$ cat src/design/trial_division_factorizer_core_macros.svh
// Assertion macros for the factorizer core
`ifndef TRIAL_DIVISION_FACTORIZER_CORE_MACROS_SVH
`define TRIAL_DIVISION_FACTORIZER_CORE_MACROS_SVH

// Same-cycle implication, checked outside reset
`define TDF_ASSERT_NOW(label, clk, rst_n, ante, cons) \
  label: assert property (@(posedge clk) disable iff (!rst_n) (ante) |-> (cons)) \
    else $error("tdf check failed: same-cycle implication");

// Next-cycle implication, checked outside reset
`define TDF_ASSERT_NEXT(label, clk, rst_n, ante, cons) \
  label: assert property (@(posedge clk) disable iff (!rst_n) (ante) |=> (cons)) \
    else $error("tdf check failed: next-cycle implication");

`endif

$ cat src/design/tdf_pkg.sv
package tdf_pkg;

  localparam int NUM_WIDTH_DEF = 24;
  localparam int EXP_WIDTH     = 5;
  localparam int MAX_RESULTS   = 8;

endpackage

$ cat src/design/tdf_divider.sv
module tdf_divider #(
  parameter int NUM_WIDTH = tdf_pkg::NUM_WIDTH_DEF
) (
  input  logic                 clk,
  input  logic                 rst_n,
  input  logic                 start,
  input  logic [NUM_WIDTH-1:0] dividend,
  input  logic [NUM_WIDTH-1:0] divisor,
  output logic                 done,
  output logic [NUM_WIDTH-1:0] quotient,
  output logic [NUM_WIDTH-1:0] remainder
);

  localparam int CW = $clog2(NUM_WIDTH + 1);

  logic                 busy_r;
  logic                 done_r;
  logic [CW-1:0]        cnt_r;
  logic [NUM_WIDTH-1:0] quo_r;
  logic [NUM_WIDTH-1:0] rem_r;
  logic [NUM_WIDTH-1:0] dvs_r;

  logic [NUM_WIDTH:0]   shifted;
  logic [NUM_WIDTH:0]   diff;
  logic [NUM_WIDTH-1:0] rem_nxt;
  logic [NUM_WIDTH-1:0] quo_nxt;

  // one quotient bit per cycle, restoring
  always_comb begin
    shifted = {rem_r, quo_r[NUM_WIDTH-1]};
    diff    = shifted - {1'b0, dvs_r};
    if (!diff[NUM_WIDTH]) begin
      rem_nxt = diff[NUM_WIDTH-1:0];
      quo_nxt = {quo_r[NUM_WIDTH-2:0], 1'b1};
    end else begin
      rem_nxt = shifted[NUM_WIDTH-1:0];
      quo_nxt = {quo_r[NUM_WIDTH-2:0], 1'b0};
    end
  end

  always_ff @(posedge clk) begin
    if (!rst_n) begin
      busy_r <= 1'b0;
      done_r <= 1'b0;
      cnt_r  <= '0;
    end else begin
      done_r <= 1'b0;
      if (start) begin
        busy_r <= 1'b1;
        cnt_r  <= CW'(NUM_WIDTH);
      end else if (busy_r) begin
        cnt_r <= cnt_r - CW'(1);
        if (cnt_r == CW'(1)) begin
          busy_r <= 1'b0;
          done_r <= 1'b1;
        end
      end
    end
  end

  always_ff @(posedge clk) begin
    if (start) begin
      quo_r <= dividend;
      rem_r <= '0;
      dvs_r <= divisor;
    end else if (busy_r) begin
      quo_r <= quo_nxt;
      rem_r <= rem_nxt;
    end
  end

  assign done      = done_r;
  assign quotient  = quo_r;
  assign remainder = rem_r;

endmodule

$ cat src/design/trial_division_factorizer_core.sv
// For an input of 0 or 1, the request goes straight from ST_IDLE to ST_FIN, and
// out_valid rises from ST_FIN once the output is not stalled. Otherwise each trial
// divisor is tested by divisions in the shared divider; each divisor needs
// (exponent+1) divisions, for divisors 2..floor(sqrt(residual)), while fewer
// than MAX_RESULTS results have been found.
// Throughput: one item at a time; in_ready is high only between runs.
`include "trial_division_factorizer_core_macros.svh"

module trial_division_factorizer_core #(
  parameter int NUM_WIDTH = tdf_pkg::NUM_WIDTH_DEF
) (
  input  logic                           clk,
  input  logic                           rst_n,
  input  logic                           in_valid,
  output logic                           in_ready,
  input  logic [NUM_WIDTH-1:0]           in_number,
  output logic                           out_valid,
  input  logic                           out_ready,
  output logic [NUM_WIDTH-1:0]           out_factor_prime,
  output logic [tdf_pkg::EXP_WIDTH-1:0]  out_exponent,
  output logic                           out_no_factors,
  output logic                           out_last
);

  localparam int EW   = tdf_pkg::EXP_WIDTH;
  localparam int SQ_W = NUM_WIDTH + 2;
  localparam int CN_W = $clog2(tdf_pkg::MAX_RESULTS + 1);

  typedef enum logic [2:0] {
    ST_IDLE,
    ST_CHECK,
    ST_DIV_START,
    ST_DIV_WAIT,
    ST_NEXT,
    ST_TAIL,
    ST_FIN
  } state_t;

  state_t               state_r;
  logic [NUM_WIDTH-1:0] res_r;
  logic [NUM_WIDTH-1:0] dvs_r;
  logic [SQ_W-1:0]      sq_r;
  logic [EW-1:0]        exp_r;
  logic [CN_W-1:0]      cnt_r;

  logic                 pend_valid_r;
  logic [NUM_WIDTH-1:0] pend_prime_r;
  logic [EW-1:0]        pend_exp_r;
  logic                 pend_nof_r;

  logic                 out_valid_r;
  logic [NUM_WIDTH-1:0] out_prime_r;
  logic [EW-1:0]        out_exp_r;
  logic                 out_nof_r;
  logic                 out_last_r;

  logic                 div_start;
  logic                 div_done;
  logic [NUM_WIDTH-1:0] div_quo;
  logic [NUM_WIDTH-1:0] div_rem;

  logic                 out_busy;
  logic                 push_ok;
  logic                 cnt_room;
  logic [NUM_WIDTH-1:0] dvs_nxt;
  logic [SQ_W-1:0]      sq_nxt;

  tdf_divider #(
    .NUM_WIDTH(NUM_WIDTH)
  ) u_div (
    .clk      (clk),
    .rst_n    (rst_n),
    .start    (div_start),
    .dividend (res_r),
    .divisor  (dvs_r),
    .done     (div_done),
    .quotient (div_quo),
    .remainder(div_rem)
  );

  assign div_start = (state_r == ST_DIV_START);
  assign out_busy  = out_valid_r && !out_ready;
  assign push_ok   = !(pend_valid_r && out_busy);
  assign cnt_room  = (cnt_r < CN_W'(tdf_pkg::MAX_RESULTS));
  assign dvs_nxt   = dvs_r + NUM_WIDTH'(1);
  // (d+1)^2 = d^2 + 2d + 1
  assign sq_nxt    = sq_r + {1'b0, dvs_r, 1'b0} + SQ_W'(1);

  always_ff @(posedge clk) begin
    if (!rst_n) begin
      state_r      <= ST_IDLE;
      pend_valid_r <= 1'b0;
      out_valid_r  <= 1'b0;
      cnt_r        <= '0;
    end else begin
      if (out_valid_r && out_ready) begin
        out_valid_r <= 1'b0;
      end
      unique case (state_r)
        ST_IDLE: begin
          if (in_valid) begin
            res_r        <= in_number;
            dvs_r        <= NUM_WIDTH'(2);
            sq_r         <= SQ_W'(4);
            cnt_r        <= '0;
            exp_r        <= '0;
            pend_valid_r <= 1'b0;
            if (in_number[NUM_WIDTH-1:1] == '0) begin
              pend_prime_r <= '0;
              pend_exp_r   <= '0;
              pend_nof_r   <= 1'b1;
              pend_valid_r <= 1'b1;
              state_r      <= ST_FIN;
            end else begin
              state_r <= ST_CHECK;
            end
          end
        end
        ST_CHECK: begin
          if ((sq_r <= {2'b00, res_r}) && cnt_room) begin
            exp_r   <= '0;
            state_r <= ST_DIV_START;
          end else begin
            state_r <= ST_TAIL;
          end
        end
        ST_DIV_START: begin
          state_r <= ST_DIV_WAIT;
        end
        ST_DIV_WAIT: begin
          if (div_done) begin
            if (div_rem == '0) begin
              res_r   <= div_quo;
              exp_r   <= exp_r + EW'(1);
              state_r <= ST_DIV_START;
            end else begin
              state_r <= ST_NEXT;
            end
          end
        end
        ST_NEXT: begin
          if (exp_r == '0) begin
            dvs_r   <= dvs_nxt;
            sq_r    <= sq_nxt;
            state_r <= ST_CHECK;
          end else if (push_ok) begin
            // hand the held result on; its last flag is now known to be clear
            if (pend_valid_r) begin
              out_valid_r <= 1'b1;
              out_prime_r <= pend_prime_r;
              out_exp_r   <= pend_exp_r;
              out_nof_r   <= pend_nof_r;
              out_last_r  <= 1'b0;
            end
            pend_valid_r <= 1'b1;
            pend_prime_r <= dvs_r;
            pend_exp_r   <= exp_r;
            pend_nof_r   <= 1'b0;
            cnt_r        <= cnt_r + CN_W'(1);
            dvs_r        <= dvs_nxt;
            sq_r         <= sq_nxt;
            state_r      <= ST_CHECK;
          end
        end
        ST_TAIL: begin
          if ((res_r > NUM_WIDTH'(1)) && cnt_room) begin
            // leftover above one is a prime
            if (push_ok) begin
              if (pend_valid_r) begin
                out_valid_r <= 1'b1;
                out_prime_r <= pend_prime_r;
                out_exp_r   <= pend_exp_r;
                out_nof_r   <= pend_nof_r;
                out_last_r  <= 1'b0;
              end
              pend_valid_r <= 1'b1;
              pend_prime_r <= res_r;
              pend_exp_r   <= EW'(1);
              pend_nof_r   <= 1'b0;
              cnt_r        <= cnt_r + CN_W'(1);
              res_r        <= NUM_WIDTH'(1);
              state_r      <= ST_FIN;
            end
          end else begin
            state_r <= ST_FIN;
          end
        end
        ST_FIN: begin
          if (!out_busy) begin
            out_valid_r  <= 1'b1;
            out_prime_r  <= pend_prime_r;
            out_exp_r    <= pend_exp_r;
            out_nof_r    <= pend_nof_r;
            out_last_r   <= 1'b1;
            pend_valid_r <= 1'b0;
            state_r      <= ST_IDLE;
          end
        end
        default: begin
          state_r <= ST_IDLE;
        end
      endcase
    end
  end

  assign in_ready         = (state_r == ST_IDLE);
  assign out_valid        = out_valid_r;
  assign out_factor_prime = out_prime_r;
  assign out_exponent     = out_exp_r;
  assign out_no_factors   = out_nof_r;
  assign out_last         = out_last_r;

  `TDF_ASSERT_NOW(a_idle_nothing_held, clk, rst_n, state_r == ST_IDLE, !pend_valid_r)
  `TDF_ASSERT_NOW(a_div_done_waited, clk, rst_n, div_done, state_r == ST_DIV_WAIT)
  `TDF_ASSERT_NOW(a_nof_is_last, clk, rst_n, out_valid_r && out_nof_r, out_last_r)
  `TDF_ASSERT_NEXT(a_accept_busy, clk, rst_n, in_valid && in_ready, !in_ready)

endmodule

$ cat config.mk
export PLATFORM = sky130hd
export DESIGN_NAME = trial_division_factorizer_core
export DESIGN_NICKNAME = d
export VERILOG_FILES = /design/src/design/tdf_pkg.sv /design/src/design/tdf_divider.sv /design/src/design/trial_division_factorizer_core.sv
export VERILOG_INCLUDE_DIRS = /design/src /design/src/design
export SDC_FILE = /design/constraint.sdc
export NUM_CORES = 1
export LEC_CHECK = 0
export ABC_AREA = 1
export BUFFER_PORTS_ARGS = -buffer_cell sky130_fd_sc_hd__buf_4
export CAP_MARGIN = 40
export CORE_MARGIN = 2
export CORE_UTILIZATION = 60
export DETAILED_ROUTE_END_ITERATION = 8
export PLACE_DENSITY = 0.87
export SLEW_MARGIN = 30
export SYNTH_ARGS = -nofsm -noshare
export SYNTH_HDL_FRONTEND = slang
export SYNTH_SLANG_ARGS = --single-unit
$ cat constraint.sdc
create_clock -name clk -period 5.5 [get_ports clk]
set_clock_uncertainty 0.1 [all_clocks]
set_input_delay 0 -clock clk [delete_from_list [all_inputs] [get_ports clk]]
set_output_delay 0 -clock clk [all_outputs]
set_load 0.005 [all_outputs]
==> results of run 1 <==
-- routing by layer --
| layer | global-route usage [%] | up-vias | wire length, um | share of wire [%] |
|---|---|---|---|---|
| li1 | - | 5418 | - | - |
| met1 | 40.1 | 5308 | 13700 | 38 |
| met2 | 49.7 | 653 | 17100 | 48 |
| met3 | 4.00 | 119 | 3200 | 9.0 |
| met4 | 12.0 | 0 | 1610 | 4.5 |
| met5 | 0 | - | 0 | 0 |
-- flip-flops by register name, indices dropped and copies added (netlist names), 24 cells and up --
| register | cells |
|---|---|
| sq_r | 26 |
| dvs_r | 24 |
| out_factor_prime | 24 |
| u_div.remainder | 24 |
| pend_prime_r | 24 |
| res_r | 24 |
| u_div.dvs_r | 24 |
| u_div.quotient | 24 |
-- placed cells by master, fill, tap and decap left out, drive strengths merged, types with 4 or more instances in the layout --
cell,Yosys,final
nand4,28,28
nand2,392,392
ha,78,78
a21oi,104,104
o21ai,116,116
clkbuf,16,32
a31oi,5,5
dlygate4sd3,0,27
clkinv,2,10
o21bai,8,8
a21o,8,8
xor2,12,12
nor4,8,8
or2,7,7
inv,237,237
o21a,5,5
nor3,29,29
dfxtp,40,40
nor3b,7,7
bufinv,0,4
nor2,134,134
buf,14,68
edfxtp,188,188
nand3,80,80
xnor2,12,12
o22ai,18,18
-- cell type report --
cell class              count  area, um2  share of cell area (%)
flip-flops and latches    228       6450                    42.5
clock inverters            13        178                    1.17
repair buffers             95        792                    5.22
inverters                 239        898                    5.92
clock buffers              32        652                    4.30
multi-input cells        1064       5850                    38.6
well taps                 280        350                    2.31
-- cell families after synthesis --
| group | Yosys count | share of synthesized area [%] |
|---|---|---|
| flops | 228 | 48.3 |
| buf+inv | 269 | 8.14 |
| compound gates | 273 | 11.1 |
| simple gates | 687 | 23.3 |
| xor+xnor | 24 | 1.57 |
| fa+ha+maj | 80 | 7.61 |
-- critical path, delay by kind of cell, from the launching register on --
kind,cells,cell delay [ns]
buffers and inverters,2,0.81
flip-flops,1,0.55
AND/OR/NAND/NOR,4,1.35
-- power by group --
group	total (mW)	switching (mW)	leakage, nW	internal, mW
sequential	2.74	0.327	2.07	2.41
combinational	3.18	2.17	4.21	1.01
clock	1.73	0.707	0.403	1.03
total	7.65	3.20	6.69	4.45
-- worst max path at each step --
stage,startpoint,end,slack (ns),cells after the start
floorplan,exp_r[0]$_SDFFCE_PP0P_,dvs_r[0]$_SDFFCE_PN0P_,0.51,6
global placement,state_r[1]$_SDFFE_PN0P_,pend_prime_r[11]$_DFFE_PP_,2.17,7
detailed placement,state_r[2]$_SDFFE_PN0P_,res_r[9]$_DFFE_PP_,2.41,9
CTS,state_r[1]$_SDFFE_PN0P_,pend_prime_r[12]$_DFFE_PP_,2.40,7
global route,state_r[2]$_SDFFE_PN0P_,res_r[12]$_DFFE_PP_,2.14,9
finish,state_r[2]$_SDFFE_PN0P_,exp_r[3]$_SDFFCE_PP0P_,2.32,6
==> results.json, run 1 <==
{
  "tightest_slew_ns": 0.846,
  "power_density_mw_per_mm2": 504,
  "syn-cell-area_mm2": 0.0134,
  "core_mm2": 0.0218,
  "peakVddDrop_uv": 287,
  "final_core_util_pct": 69.5,
  "leakagePower_nw": 6.69,
  "rrSetupSlack_ns": 2.32,
  "layout_setup_ws_ns": 2.32,
  "start_util_pct": 61.2,
  "drt_wl_total_mm": 35.7,
  "gr-total-overflow": 0,
  "cp_data_required_time_ns": 5.55,
  "synthCells": 1561,
  "worstReg2RegEnd": "exp_r[3]$_SDFFCE_PP0P_",
  "hold_buffers": 27,
  "final_hold_viol_count": 0,
  "ys_types": 51,
  "die_area_mm2": 0.0235,
  "path_class": "register to register",
  "clk_pin_slew_ns": 0.07,
  "vias": 11498,
  "h-tree-depth": 1,
  "hold_class": "input pin to register",
  "rows": 54,
  "cts_tree": "done",
  "postCtsSetupBuffers": 0,
  "period_share_pct": 57.8,
  "dp_slack_ns": 2.41,
  "crit_chain": "inv_2 -> nand3_2 -> clkinv_1 -> nand2_1 -> nand2_1 -> nor3_1",
  "synth_top_area_share_pct": 42.3,
  "hold_slack_ns": 0.209,
  "cap_violations": 0,
  "min_period_ns": 3.18,
  "grt_max_degree": 51,
  "power_mw": 7.65,
  "dp_cells": 1877,
  "grt_setup_unrepaired": "false",
  "hold_path.startpoint": "rst_n",
  "synth-main-ff-cell": "edfxtp_1",
  "critical_path.most_common_cell": "nand2_1",
  "yosys_warnings": 0,
  "grt_usage_pct": 30.0,
  "synth_common_cells": "nand2_1, inv_1, edfxtp_1",
  "nFillCells": 1603,
  "max_stage_delay_ns": 0.70,
  "drc_errors": 0,
  "whs_path_depth": 4,
  "avgRoutedWirePerCell_um": 18.3,
  "start_kind": "register",
  "via_per_inst": 5.89,
  "crit_slowest_cell": "nor3_1",
  "area_delta_synth_final_pct": 13.6,
  "rr_worst_depth": 6,
  "die_x_um": 153,
  "layout-drive-gt1-share_pct": 11.3,
  "async_reset_ff_share_pct": 0,
  "nets": 1761,
  "ys_seq_area_share_pct": 48.3,
  "place.gp.congestion": 0.971,
  "synth_edf_count": 188,
  "cp_max_fo": 26,
  "ys_ff_latch": 228,
  "postPlaceCellArea_mm2": 0.0140,
  "fmax_mhz": 314,
  "synth.most_common_cell": "nand2_1",
  "avgSynthCellArea_um2": 8.56,
  "dr.pass1.iters": 6,
  "setup_tns_ns": 0,
  "synth_top_cell_by_area": "edfxtp_1",
  "synth_area_leaders": "edfxtp_1, nand2_1, ha_1, inv_1, dfxtp_1",
  "relSlewSlack_pct": 43.2,
  "grt_pass1_wl_mm": 56.7,
  "clkLatencyLatePin_ns": 0.53,
  "ctsRootBufferMaster": "clkbuf_16",
  "numCtsBuffers": 25,
  "rr_startpoint": "state_r[2]$_SDFFE_PN0P_",
  "final_cell_area_mm2": 0.0152,
  "cts.path.max_buffers": 3,
  "die_y_um": 153,
  "fin_cells": 1951,
  "outcome": "finished clean",
  "cts_num_sinks": 228,
  "diodes": 0,
  "ant_nets": 0,
  "numPortBuffers": 60,
  "grt_pass1_vias": 10947,
  "antenna_found_initial": 0,
  "cts_resized": 0,
  "end_kind": "register",
  "drt_iter0_markers": 1213,
  "setup_viol": 0,
  "slew_violations": 0,
  "hpwl_mm": 25.3,
  "whs_endpoint": "u_div.cnt_r[3]$_SDFFE_PN0P_",
  "syn_nets": 1669,
  "worstPathArrival_ns": 3.23,
  "ioPinCount": 61
}
Note: power is estimated with default switching activity, not from simulation.
==> inputs of run 2 (changes only) <==
==> constraint.sdc (replaced) <==
create_clock -name clk -period 3.09 [get_ports clk]
set_clock_uncertainty 0.1 [all_clocks]
set_input_delay 0 -clock clk [delete_from_list [all_inputs] [get_ports clk]]
set_output_delay 0 -clock clk [all_outputs]
set_load 0.005 [all_outputs]
==> run 2 against run 1 <==
Die area did not move. Setup slack got worse by 1.9 ns. Register-to-register slack worse by 1.9 ns. Worst hold slack improved by 0.0045 ns. Sequential power increased by 77%. Non-clock buffer count increased by 9. Design area is 0.35% higher. Via count is 1.8% higher. Sequential cell count did not move. Wire length rose by 2.8%. Global-route usage increased by 0.74 points. Maximum frequency up 17%. Highest routed layer unchanged.
==> results.json, run 2 (synthesized netlist as in run 1, its figures left out) <==
{
  "fin_cells": 1959,
  "grt_max_degree": 51,
  "final_cell_area_mm2": 0.0152,
  "largest_reg_flops": 26,
  "layout_setup_ws_ns": 0.372,
  "numPortBuffers": 60,
  "tightest_slew_ns": 0.803,
  "final_cell_mix": "nand2_1, inv_1, edfxtp_1",
  "core_mm2": 0.0218,
  "max_stage_delay_ns": 0.46,
  "setup_tns_ns": 0,
  "via_per_inst": 5.98,
  "critical_path.most_common_cell": "o21ai_0",
  "dr.pass1.iters": 6,
  "crit_chain": "inv_1 -> fa_1 -> inv_1 -> nand2_1 -> o21ai_0 -> a21boi_0 -> o21ai_0 -> a21oi_1 -> o21ai_0 -> a21oi_1",
  "worstPathArrival_ns": 2.88,
  "setup_viol": 0,
  "dp_cells": 1887,
  "area_delta_synth_final_pct": 13.9,
  "layout-drive-gt1-share_pct": 11.6,
  "end_kind": "register",
  "drt_wl_total_mm": 36.7,
  "die_y_um": 153,
  "power_mw": 13.6,
  "slew_violations": 0,
  "antenna_found_initial": 0,
  "ctsRootBufferMaster": "clkbuf_16",
  "start_util_pct": 61.2,
  "dp_slack_ns": 0.422,
  "nets": 1769,
  "cts_tree": "done",
  "top_register": "sq_r",
  "final_hold_viol_count": 0,
  "start_kind": "register",
  "hold_buffers": 27,
  "period_share_pct": 87.9,
  "final_common_cell": "nand2_1",
  "ant_nets": 0,
  "die_x_um": 153,
  "outcome": "finished clean",
  "grt_setup_unrepaired": "false",
  "ioPinCount": 61,
  "clk_pin_slew_ns": 0.06,
  "postCtsSetupBuffers": 0,
  "crit_family": "compound AO/OA/AOI/OAI gates",
  "relSlewSlack_pct": 46.4,
  "grt_usage_pct": 30.7,
  "peakVddDrop_uv": 533,
  "cts.path.max_buffers": 3,
  "power_density_mw_per_mm2": 895,
  "cts_resized": 0,
  "leakagePower_nw": 6.71,
  "drt_iter0_markers": 1610,
  "cap_violations": 0,
  "fmax_mhz": 368,
  "min_period_ns": 2.72,
  "cp_data_required_time_ns": 3.26,
  "hold_class": "input pin to register",
  "cts_num_sinks": 228,
  "crit_slowest_cell": "edfxtp_1",
  "drc_errors": 0,
  "gr-total-overflow": 0,
  "numCtsBuffers": 24,
  "cp_max_fo": 6,
  "postPlaceCellArea_mm2": 0.0141,
  "diodes": 0,
  "grt_pass1_vias": 11289,
  "h-tree-depth": 1,
  "grt_pass1_wl_mm": 57.9,
  "hpwl_mm": 25.7,
  "cp.buffers_inverters": 2,
  "die_area_mm2": 0.0235,
  "clkLatencyLatePin_ns": 0.54,
  "avgRoutedWirePerCell_um": 18.7,
  "place.gp.congestion": 0.965,
  "nFillCells": 1579,
  "path_class": "register to register",
  "vias": 11708,
  "rows": 54
}
## run 2: final cells by class
| type | count | area, um2 | share of cell area [%] |
|---|---|---|---|
| multi-input cells | 1064 | 5860 | 38.5 |
| clock inverters | 14 | 164 | 1.08 |
| clock buffers | 30 | 633 | 4.16 |
| inverters | 239 | 897 | 5.89 |
| repair buffers | 104 | 868 | 5.71 |
| well taps | 280 | 350 | 2.30 |
| flip-flops and latches | 228 | 6450 | 42.4 |
## run 2: final timing paths
check | from | endpoint | slack, ns | cells past startpoint
max | dvs_r[0]$_SDFFCE_PN0P_ | sq_r[12]$_SDFFCE_PN0P_ | 0.37 | 10
min | rst_n | u_div.cnt_r[3]$_SDFFE_PN0P_ | 0.21 | 4
min reg2reg | pend_prime_r[8]$_DFFE_PP_ | out_factor_prime[8]$_DFFE_PP_ | 0.32 | 0
max reg2reg | dvs_r[0]$_SDFFCE_PN0P_ | sq_r[12]$_SDFFCE_PN0P_ | 0.37 | 10
## run 2: stage by stage
| step | hold WS (ns) | utilization (%) |
|---|---|---|
| finish | 0.214 | 69.7 |
| global route | 0.273 | 69.7 |
| detailed placement | 0.177 | 64.8 |
| floorplan | 0.105 | - |
| CTS | 0.185 | 69.7 |
| global placement | 0.174 | 64.8 |
## run 2: report_power, final
group | internal [mW] | switching, mW
combinational | 1.85 | 3.96
sequential | 4.28 | 0.578
clock | 1.72 | 1.24
## run 2: worst min-delay path: stages
cell,delay (ns)
dlygate4sd3_1,0.54
buf_4,0.18
nand2_1,0.07
inv_1,0.04
## run 2: layer usage
| metal | GRT usage (%) | vias up | routed length [um] |
|---|---|---|---|
| li1 | - | 5441 | - |
| met1 | 39.5 | 5408 | 14100 |
| met2 | 52.1 | 720 | 17300 |
| met3 | 4.08 | 139 | 3390 |
| met4 | 13.8 | 0 | 1870 |
| met5 | 0 | - | 0 |
